--- config.mk ---
export PLATFORM = sky130hd
export DESIGN_NAME = edf_thread_scheduler_unit
export DESIGN_NICKNAME = d
export VERILOG_FILES = /design/src/hw/rtl/edfs_pkg.sv /design/src/hw/rtl/edfs_pick.sv /design/src/hw/rtl/edf_thread_scheduler_unit.sv
export SDC_FILE = /design/constraint.sdc
export NUM_CORES = 1
export LEC_CHECK = 0
export BUFFER_PORTS_ARGS = -buffer_cell sky130_fd_sc_hd__buf_2
export CORE_ASPECT_RATIO = 1.2
export CORE_MARGIN = 2
export CORE_UTILIZATION = 42
export CTS_CLUSTER_DIAMETER = 100
export CTS_CLUSTER_SIZE = 14
export DETAILED_ROUTE_END_ITERATION = 12
export HOLD_SLACK_MARGIN = 0.12
export PLACE_DENSITY = 0.6
export SLEW_MARGIN = 15
export SYNTH_ARGS = -nofsm -noshare
export SYNTH_HDL_FRONTEND = slang
export SYNTH_SLANG_ARGS = --single-unit
--- constraint.sdc ---
create_clock -name clk -period 14.15 [get_ports clk]
set_input_delay 2.1225 -clock clk [delete_from_list [all_inputs] [get_ports clk]]
set_output_delay 2.1225 -clock clk [all_outputs]
set_load 0.005 [all_outputs]
--- src/hw/rtl/edfs_pkg.sv ---
// Shared types and constants of the earliest-deadline-first thread scheduler.
package edfs_pkg;

  localparam int ID_W = 4;
  localparam int DL_W = 31;

  typedef enum logic [1:0] {
    OP_ENQUEUE   = 2'd0,
    OP_REMOVE    = 2'd1,
    OP_SELECT    = 2'd2,
    OP_TERMINATE = 2'd3
  } op_t;

  typedef enum logic [1:0] {
    ST_READY      = 2'd0,
    ST_RUNNING    = 2'd1,
    ST_TERMINATED = 2'd2
  } thread_status_t;

  typedef enum logic [1:0] {
    RC_OK     = 2'd0,
    RC_FULL   = 2'd1,
    RC_ABSENT = 2'd2
  } rsp_code_t;

  typedef enum logic [3:0] {
    S_IDLE,
    S_LOOKUP,
    S_UNLINK,
    S_INSERT,
    S_CUR_RD,
    S_CUR_CHK,
    S_PICK,
    S_PICK_WR,
    S_RESP
  } sched_state_t;

  typedef struct packed {
    op_t             op;
    logic [ID_W-1:0] thread_id;
    logic [DL_W-1:0] deadline;
  } sched_cmd_t;

  typedef struct packed {
    rsp_code_t       status_code;
    logic            chosen_valid;
    logic [ID_W-1:0] chosen_id;
    logic            switched;
  } sched_res_t;

endpackage

--- src/hw/rtl/edfs_pick.sv ---
// Running earliest-deadline search over the table entries streamed out of the memory.
module edfs_pick import edfs_pkg::*; #(
  parameter int IW = 4
) (
  input  logic            clk,
  input  logic            rst,
  input  logic            clear,
  input  logic            cand_valid,
  input  logic [IW-1:0]   cand_id,
  input  logic [DL_W-1:0] cand_deadline,
  input  logic [IW-1:0]   cand_rank,
  output logic            found,
  output logic [IW-1:0]   best_id,
  output logic [DL_W-1:0] best_deadline,
  output logic [IW-1:0]   best_rank
);

  logic better;

  // A candidate wins on a strictly earlier deadline, or on an equal one with a lower rank.
  assign better = cand_valid &&
                  (!found || (cand_deadline < best_deadline) ||
                   ((cand_deadline == best_deadline) && (cand_rank < best_rank)));

  always_ff @(posedge clk) begin
    if (rst || clear) begin
      found <= 1'b0;
    end else if (better) begin
      found <= 1'b1;
    end
  end

  always_ff @(posedge clk) begin
    if (better) begin
      best_id       <= cand_id;
      best_deadline <= cand_deadline;
      best_rank     <= cand_rank;
    end
  end

endmodule

--- src/hw/rtl/edf_thread_scheduler_unit.sv ---
// Earliest-deadline-first thread scheduler: thread table in one memory, scanned by a sequencer.
//
// The scheduler keeps a table of NUM_THREADS thread slots, indexed by thread id, and answers
// every command item with exactly one result item. Each slot's status, deadline and list rank
// live in a single synchronous memory with one write port and one registered read port; the
// presence bits, the entry count and the current thread are held in flip-flops, so reset clears
// the table at once and no clearing pass is needed. Commands are handled one at a time:
// cmd_ready is high only while the sequencer is idle. Remove and a re-enqueue of a present
// thread walk the whole table once to close the gap in the list ranks, and select, or an
// enqueue that preempts the current thread, walks it once more to find the ready entry with the
// earliest deadline (ties go to the lower rank). Each walk reads one entry per cycle. A command
// that fails on an absent thread goes straight to the result state, and an enqueue into a full
// table passes through the insert step first. A finished result waits in an output register,
// and the next command is taken once that result has been loaded there.
module edf_thread_scheduler_unit import edfs_pkg::*; #(
  parameter int NUM_THREADS = 16
) (
  input  logic       clk,
  input  logic       rst,
  input  logic       cmd_valid,
  output logic       cmd_ready,
  input  sched_cmd_t cmd,
  output logic       res_valid,
  input  logic       res_ready,
  output sched_res_t res
);

  localparam int IW = $clog2(NUM_THREADS);
  localparam int CW = $clog2(NUM_THREADS + 1);
  localparam int XW = 9;

  typedef struct packed {
    thread_status_t  status;
    logic [DL_W-1:0] deadline;
    logic [IW-1:0]   rank;
  } entry_t;

  // Thread table: status, deadline and list rank of every slot.
  entry_t mem [NUM_THREADS];
  entry_t rd_data;
  logic            mem_re;
  logic [IW-1:0]   mem_ra;
  logic            mem_we;
  logic [IW-1:0]   mem_wa;
  entry_t          mem_wd;

  sched_state_t state, state_next;

  // The command being worked on.
  op_t             op_q;
  logic [IW-1:0]   id_q;
  logic [DL_W-1:0] dl_q;
  logic [IW-1:0]   own_rank;

  // Table-wide state kept in flip-flops.
  logic [NUM_THREADS-1:0] present;
  logic [CW-1:0]          entry_count;
  logic                   cur_valid;
  logic [IW-1:0]          cur_id;

  // Table walk: cnt issues reads, rd_idx names the entry whose data has just come back.
  logic [CW-1:0] cnt;
  logic          scan_rd;
  logic          scan_last;
  logic          rd_vld;
  logic [IW-1:0] rd_idx;

  sched_res_t rslt;

  logic [XW-1:0] cmd_wide;
  logic [IW-1:0] cmd_idx;
  logic          cmd_id_ok;
  logic          cmd_accept;
  rsp_code_t     cmd_code;
  logic          table_full;
  logic          preempt;
  logic          res_load;

  logic            pick_found;
  logic [IW-1:0]   pick_id;
  logic [DL_W-1:0] pick_deadline;
  logic [IW-1:0]   pick_rank;
  logic [XW-1:0]   pick_wide;
  logic            pick_cand;

  assign cmd_wide   = XW'(cmd.thread_id);
  assign cmd_idx    = cmd_wide[IW-1:0];
  assign cmd_id_ok  = cmd_wide < XW'(NUM_THREADS);
  assign cmd_ready  = (state == S_IDLE);
  assign cmd_accept = cmd_valid && cmd_ready;

  // Status a command earns at acceptance: an enqueue beyond the table, or a remove or
  // terminate of a thread that is not there, fails straight away.
  always_comb begin
    cmd_code = RC_OK;
    if ((cmd.op == OP_ENQUEUE) && !cmd_id_ok) begin
      cmd_code = RC_FULL;
    end else if (((cmd.op == OP_REMOVE) || (cmd.op == OP_TERMINATE)) &&
                 (!cmd_id_ok || !present[cmd_idx])) begin
      cmd_code = RC_ABSENT;
    end
  end

  assign table_full = entry_count >= CW'(NUM_THREADS);
  assign preempt    = dl_q < rd_data.deadline;
  assign scan_rd    = ((state == S_UNLINK) || (state == S_PICK)) && (cnt < CW'(NUM_THREADS));
  assign scan_last  = (cnt == CW'(NUM_THREADS));
  assign res_load   = (state == S_RESP) && (!res_valid || res_ready);
  assign pick_wide  = XW'(pick_id);

  // Only present slots that are ready take part in the earliest-deadline search.
  assign pick_cand = (state == S_PICK) && rd_vld && present[rd_idx] &&
                     (rd_data.status == ST_READY);

  edfs_pick #(
    .IW (IW)
  ) u_pick (
    .clk           (clk),
    .rst           (rst),
    .clear         (state != S_PICK),
    .cand_valid    (pick_cand),
    .cand_id       (rd_idx),
    .cand_deadline (rd_data.deadline),
    .cand_rank     (rd_data.rank),
    .found         (pick_found),
    .best_id       (pick_id),
    .best_deadline (pick_deadline),
    .best_rank     (pick_rank)
  );

  always_ff @(posedge clk) begin
    if (mem_we) begin
      mem[mem_wa] <= mem_wd;
    end
    if (mem_re) begin
      rd_data <= mem[mem_ra];
    end
  end

  always_ff @(posedge clk) begin
    if (rst) begin
      state <= S_IDLE;
    end else begin
      state <= state_next;
    end
  end

  // Next state and memory port control.
  always_comb begin
    state_next = state;
    mem_re     = 1'b0;
    mem_ra     = cmd_idx;
    mem_we     = 1'b0;
    mem_wa     = id_q;
    mem_wd     = rd_data;
    unique case (state)
      S_IDLE: begin
        mem_re = cmd_valid;
        if (cmd_valid) begin
          unique case (cmd.op)
            OP_ENQUEUE: begin
              if (!cmd_id_ok) begin
                state_next = S_RESP;
              end else if (present[cmd_idx]) begin
                state_next = S_LOOKUP;
              end else begin
                state_next = S_INSERT;
              end
            end
            OP_REMOVE, OP_TERMINATE: begin
              if (!cmd_id_ok || !present[cmd_idx]) begin
                state_next = S_RESP;
              end else begin
                state_next = S_LOOKUP;
              end
            end
            OP_SELECT: state_next = S_PICK;
            default:   state_next = S_RESP;
          endcase
        end
      end
      S_LOOKUP: begin
        if (op_q == OP_TERMINATE) begin
          mem_we        = 1'b1;
          mem_wd.status = ST_TERMINATED;
          state_next    = S_RESP;
        end else begin
          state_next = S_UNLINK;
        end
      end
      S_UNLINK: begin
        mem_re = scan_rd;
        mem_ra = cnt[IW-1:0];
        // Entries ranked behind the unlinked one move up by one place.
        mem_wa = rd_idx;
        mem_we = rd_vld && present[rd_idx] && (rd_idx != id_q) && (rd_data.rank > own_rank);
        mem_wd.rank = rd_data.rank - 1'b1;
        if (scan_last) begin
          state_next = (op_q == OP_ENQUEUE) ? S_INSERT : S_RESP;
        end
      end
      S_INSERT: begin
        mem_we          = !table_full;
        mem_wd.status   = ST_READY;
        mem_wd.deadline = dl_q;
        mem_wd.rank     = entry_count[IW-1:0];
        if (table_full || !cur_valid) begin
          state_next = S_RESP;
        end else begin
          state_next = S_CUR_RD;
        end
      end
      S_CUR_RD: begin
        // Read in the cycle after the insert, so a current thread that was just rewritten is seen.
        mem_re     = 1'b1;
        mem_ra     = cur_id;
        state_next = S_CUR_CHK;
      end
      S_CUR_CHK: begin
        mem_wa        = cur_id;
        mem_we        = preempt;
        mem_wd.status = ST_READY;
        state_next    = preempt ? S_PICK : S_RESP;
      end
      S_PICK: begin
        mem_re = scan_rd;
        mem_ra = cnt[IW-1:0];
        if (scan_last) begin
          state_next = S_PICK_WR;
        end
      end
      S_PICK_WR: begin
        mem_wa          = pick_id;
        mem_we          = pick_found;
        mem_wd.status   = ST_RUNNING;
        mem_wd.deadline = pick_deadline;
        mem_wd.rank     = pick_rank;
        state_next      = S_RESP;
      end
      S_RESP: begin
        if (!res_valid || res_ready) begin
          state_next = S_IDLE;
        end
      end
      default: state_next = S_IDLE;
    endcase
  end

  // Walk counter and read tracking.
  always_ff @(posedge clk) begin
    if (rst) begin
      cnt    <= '0;
      rd_vld <= 1'b0;
    end else begin
      rd_vld <= scan_rd;
      if (((state == S_UNLINK) || (state == S_PICK)) && !scan_last) begin
        cnt <= cnt + 1'b1;
      end else begin
        cnt <= '0;
      end
    end
  end

  always_ff @(posedge clk) begin
    rd_idx <= cnt[IW-1:0];
  end

  // Table-wide control state.
  always_ff @(posedge clk) begin
    if (rst) begin
      present     <= '0;
      entry_count <= '0;
      cur_valid   <= 1'b0;
      cur_id      <= '0;
    end else begin
      case (state)
        S_UNLINK: begin
          if (scan_last) begin
            present[id_q] <= 1'b0;
            entry_count   <= entry_count - 1'b1;
          end
        end
        S_INSERT: begin
          if (!table_full) begin
            present[id_q] <= 1'b1;
            entry_count   <= entry_count + 1'b1;
          end
        end
        S_PICK_WR: begin
          if (pick_found) begin
            cur_id <= pick_id;
            if (op_q == OP_SELECT) begin
              cur_valid <= 1'b1;
            end
          end
        end
        default: begin
        end
      endcase
    end
  end

  // Command capture and result assembly.
  always_ff @(posedge clk) begin
    case (state)
      S_IDLE: begin
        if (cmd_accept) begin
          op_q <= cmd.op;
          id_q <= cmd_idx;
          dl_q <= cmd.deadline;
          rslt <= '{status_code: cmd_code, chosen_valid: 1'b0, chosen_id: '0,
                    switched: 1'b0};
        end
      end
      S_LOOKUP: own_rank <= rd_data.rank;
      S_INSERT: begin
        if (table_full) begin
          rslt.status_code <= RC_FULL;
        end
      end
      S_PICK_WR: begin
        if (pick_found) begin
          rslt.chosen_valid <= 1'b1;
          rslt.chosen_id    <= pick_wide[ID_W-1:0];
          if ((op_q == OP_ENQUEUE) && (pick_id != cur_id)) begin
            rslt.switched <= 1'b1;
          end
        end
      end
      default: begin
      end
    endcase
  end

  // Output register: a result waits here while the sequencer goes back to idle.
  always_ff @(posedge clk) begin
    if (rst) begin
      res_valid <= 1'b0;
    end else if (res_load) begin
      res_valid <= 1'b1;
    end else if (res_ready) begin
      res_valid <= 1'b0;
    end
  end

  always_ff @(posedge clk) begin
    if (res_load) begin
      res <= rslt;
    end
  end

endmodule

Yosys cells after proc, flatten, opt, wreduce, memory -nomap -nowiden

Memories as Yosys holds them, arrays and structs flattened. A register that Yosys moved wholly into a read port is not among the register bits.
Index checks and enable logic that the tools add are counted.

Bits in writable memories: 592
Word-level logic and storage cells: 169
Memories kept: 1
Bits in registers: 138
Bits of input ports: 41

Memory list:

| name | words | width | rd ports | clocked after Yosys merged registers in | wr ports | RTL line                        | source |
|---|---|---|---|---|---|---|---|
| mem  | 16    | 37    | 1        | 1                                       | 1        | edf_thread_scheduler_unit.sv:39 | `entry_t mem [NUM_THREADS];` |

Add/subtract/negate cells: 4
Bitwise gates (word level): 4
Muxes and demuxes: 46
Equality and inequality tests: 27
Reductions and logical operators: 51
Magnitude comparators: 11

Operators with widths:

| cell                  | count |
|---|---|
| $lt A31 B31 Y1        | 2 |
| $pmux W31 S2          | 1 |
| $mux W4               | 10 |
| $pmux W4 S3           | 3 |
| $pmux W4 S9           | 1 |
| $mux W16              | 2 |
| $pmux W16 S2          | 1 |
| $eq A31 B31 Y1        | 1 |
| $lt A4 B5 Y1 const B  | 4 |
| $and A16 B16 Y16      | 1 |
| $eq A4 B3 Y1 const B  | 4 |
| $logic_and A1 B1 Y1   | 16 |
| $not A16 Y16          | 1 |
| $or A16 B16 Y16       | 1 |
| $ne A2 B2 Y1 const B  | 6 |
| $pmux W6 S2           | 1 |
| $reduce_and A3 Y1     | 4 |
| $add A5 B1 Y5 const B | 2 |
| $mux W2               | 5 |
| $mux W5               | 2 |
| $pmux W5 S2           | 1 |
| $mux W1               | 9 |
| $bmux W1 S4           | 2 |
| $eq A2 B2 Y1 const B  | 4 |
| other kinds (32)      | 59 |

Longest topological paths before layout

Depth after elaboration: 9
Mapped depth: 12

By module

A second synthesis with hierarchy kept.

Cell total of the unflattened synthesis: 1944
Area total of the unflattened synthesis: 31964.4 µm²

Modules (own cells, without submodules):

| module                    | cells an instance | instances | area an instance (µm²) |
|---|---|---|---|
| edf_thread_scheduler_unit | 1780              | 1         | 29889.9 |
| edfs_pick                 | 164               | 1         | 2074.5 |

Least setup slack after synthesis

OpenSTA, ideal clock, no wires.

Kind: input port to flip-flop
Start point: input cmd_valid
End point: register rd_data[0] (netlist name)
Path slack: 8.721 ns
Stages: 2
Arrival: 4.941 ns
Required time: 13.662 ns
Buffers on the path: 0
Path through: nor2_1 > a211oi_1

Word-level cells in the longest chain between the ends: 1

Ends and longest elaborated chain:

| element            | RTL line                         | source |
|---|---|---|
| start: declaration | edf_thread_scheduler_unit.sv:20  | `input logic cmd_valid,` |
| $pmux W1 S3        | edf_thread_scheduler_unit.sv:156 | `unique case (state)` |
| named net mem_re   | edf_thread_scheduler_unit.sv:41  | `logic mem_re;` |

The timed path passes the listed nets, and every way through them passes these cells.
A chain may end at the register's enable or synchronous reset.

Final worst setup path

Start point: input cmd[31] (netlist bit)
End point: register rd_data[10] (netlist name)

Word-level cells in the longest chain between the ends: 1

Ends and longest elaborated chain:

| element            | RTL line                         | source |
|---|---|---|
| start: declaration | edf_thread_scheduler_unit.sv:22  | `input sched_cmd_t cmd,` |
| $pmux W4 S2        | edf_thread_scheduler_unit.sv:156 |  |

No other way between the ends.

==> flow_metrics.env <==
export IMPL_finClkSkew_ns=0.0171
export IMPL_synth_edf_count=725
export IMPL_numClockSinks=767
export IMPL_chipWidth_um=256
export IMPL_core_um2=75100
export IMPL_critPathMaxStageDelay_ns=0.91
export IMPL_clk_insertion_delay_late_ns=0.64
export IMPL_rsz0062_at_grt="no"
export IMPL_postLayoutCellArea_um2=35200
export IMPL_ctsResizeCount=0
export IMPL_cts_tree="done"
export IMPL_timing_final_crit_share_pct=37.6
export IMPL_drtIter0Drc=1651
export IMPL_yosysSeqAreaShare_pct=70.8
export IMPL_drive_above_1_share_pct=14.9
export IMPL_setup_viol=0
export IMPL_area_growth_pct=10.2
export IMPL_synth_ff_type="edfxtp_1"
export IMPL_async_flop_share_pct=0
export IMPL_final_common_cell="edfxtp_1"
export IMPL_postCtsHoldBufs=0
export IMPL_synth_area_um2=31900
export IMPL_grt_pass1_vias=17869
export IMPL_final_nets=2146
export IMPL_wl_per_cell_um=25.7
export IMPL_antenna_found_initial=0
export IMPL_num_vias=17501
export IMPL_portBuffers=50
export IMPL_first_pass_iters=5
export IMPL_pwr_density_cell_nw_per_um2=192
export IMPL_overflow=0
export IMPL_cts_setup_buffers=0
export IMPL_path_common_cell="buf_4"
export IMPL_grt_total_usage_pct=20.1
export IMPL_slew_violations=0
export IMPL_power_leakage_uw=0.0120
export IMPL_synthCells=1945
export IMPL_crit_path_cell_trace="buf_2 > o22ai_4 > buf_4 > buf_12 > buf_4 > mux4_2 > a211oi_1 > nand2_1"
export IMPL_whs_ns=0.412
export IMPL_wl_um=78400
export IMPL_ys_seq_elements=767
export IMPL_final_util_pct=46.8
export IMPL_setup_tns_ns=0
export IMPL_critPathMaxFanout=129
export IMPL_status="complete, no violations"
export IMPL_hold_viol=0
export IMPL_dpl_hpwl_um=42500
export IMPL_ios=51
export IMPL_die_y_um=306
export IMPL_grt_pass1_wl_um=116000
export IMPL_gp_routability_congestion=0.866
export IMPL_critical_path_startpoint_type="input port"
export IMPL_rows=110
export IMPL_grt_max_degree=130
export IMPL_max_freq_mhz=188
export IMPL_peakVddDrop_mv=0.111
export IMPL_ys_warn_count=0
export IMPL_ant_nets=0
export IMPL_start_util_pct=42.5
export IMPL_cap_violations=0
export IMPL_synth_nets=2065
export IMPL_slew_headroom_pct=24.1
export IMPL_htree_num_levels=2
export IMPL_antenna_cells=0
export IMPL_cts_made_buffers=60
export IMPL_end_kind="register"
export IMPL_clkTransAtPathRegs_ns=0.07
export IMPL_worstMarginPinSlew_ns=1.14
export IMPL_syn_avg_cell_area_um2=16.4
export IMPL_dieArea_um2=78300
export IMPL_hold_path_class="reg2reg"
export IMPL_crit_type="in2reg"
export IMPL_final_cell_mix="edfxtp_1, mux2i_1, nand2_1"
export IMPL_clockRootBuffer="clkbuf_16"
export IMPL_placed_area_um2=33500
export IMPL_period_minus_slack_ns=5.32
export IMPL_yosysUniqueCellTypes=75
export IMPL_via_per_inst=5.72
export IMPL_slowest_stage="buf_4"
export IMPL_cp_required_ns=14.53
export IMPL_drc_errors=0
export IMPL_clock_path_buffers=3
export IMPL_worstPathArrival_ns=5.70
[report_power, final]
group	leakage (µW)	internal, µW	switching [µW]
logic	0.00430	794	1290
clock network	0.000804	790	753
registers	0.00692	2980	163
total	0.0120	4560	2200
[state kept, by name (all words and copies together) (netlist names), 2 cells and up, named ones only]
register	count
rd_data	37
entry_count	5
id_q	4
rd_idx	4
rslt	8
dl_q	31
mem	592
op_q	2
u_pick.best_rank	4
u_pick.best_id	4
own_rank	4
state	4
cnt	5
res	8
u_pick.best_deadline	31
cur_id	4
[through the flow]
| stage | cells | power, µW | worst slack, ns |
|---|---|---|---|
| 5_1_grt | 3058 | 7100 | 8.43 |
| 3_3_place_gp | 2972 | 5230 | 8.01 |
| 4_1_cts | 3058 | 6820 | 8.63 |
| 2_1_floorplan | 1945 | 4630 | 8.72 |
| 6_report | 3058 | 6760 | 8.83 |
| 3_5_place_dp | 2972 | 5280 | 7.95 |
[worst max-delay path, delay by kind of cell]
kind	cells	cell delay, ns
buf+inv	4	2.38
mux	1	0.60
simple gates	1	0.07
compound gates	2	0.42
[logic make-up (layout without fill, tap and decap cells)]
logic type      Yosys count  after routing  share of synthesized area [%]
flops                   767            767                           70.8
xor+xnor                 16             16                          0.439
compound gates          328            328                           6.69
fa+ha+maj                79             79                           3.12
simple gates            299            299                           4.45
buf+inv                 183            288                           2.82
mux                     273            273                           11.7
[synthesized netlist by cell type (6+ instances only)]
library cell / number / area [µm²]
ha_1: 78 / 976
a211oi_1: 26 / 195
nand3_1: 13 / 65.1
a21o_1: 8 / 60.1
buf_6: 18 / 203
xnor2_1: 11 / 96.3
nand2b_1: 14 / 87.6
clkbuf_1: 34 / 128
or3_1: 10 / 62.6
nor3_1: 24 / 120
a31oi_1: 6 / 37.5
nor2b_1: 9 / 56.3
o21ai_1: 23 / 115
inv_1: 82 / 308
o21ai_0: 64 / 320
o22ai_1: 56 / 350
o221ai_1: 21 / 184
nand2_1: 121 / 454
a21oi_1: 56 / 280
buf_1: 6 / 22.5
a22oi_1: 24 / 180
edfxtp_1: 725 / 21800
and2_1: 7 / 43.8
mux4_2: 79 / 1780
dfxtp_1: 42 / 841
nand4_1: 15 / 93.8
buf_2: 33 / 165
nor2_1: 57 / 214
mux2i_1: 191 / 1910
[metal layers]
layer	GRT usage [%]	share of wire (%)
met5	0	0
met3	2.17	5.6
met4	5.67	2.6
met1	26.9	42
met2	34.7	50
[final timing paths]
check,cells past startpoint,endpoint,slack [ns],start
max reg2reg,9,rd_data[10],9.26,state[3]
min reg2reg,0,rd_idx[0],0.41,cnt[0]
min,0,rd_idx[0],0.41,cnt[0]
max,8,rd_data[10],8.83,cmd[31]
[area by class of cell]
class	count	area (µm²)
inverters	86	323
fillers	6450	39900
multi-input cells	995	8580
flip-flops and latches	767	22600
repair buffers	116	758
clock buffers	84	1620
well taps	1008	1260
clock inverters	2	40.0
Note: power is estimated with default switching activity, not from simulation.
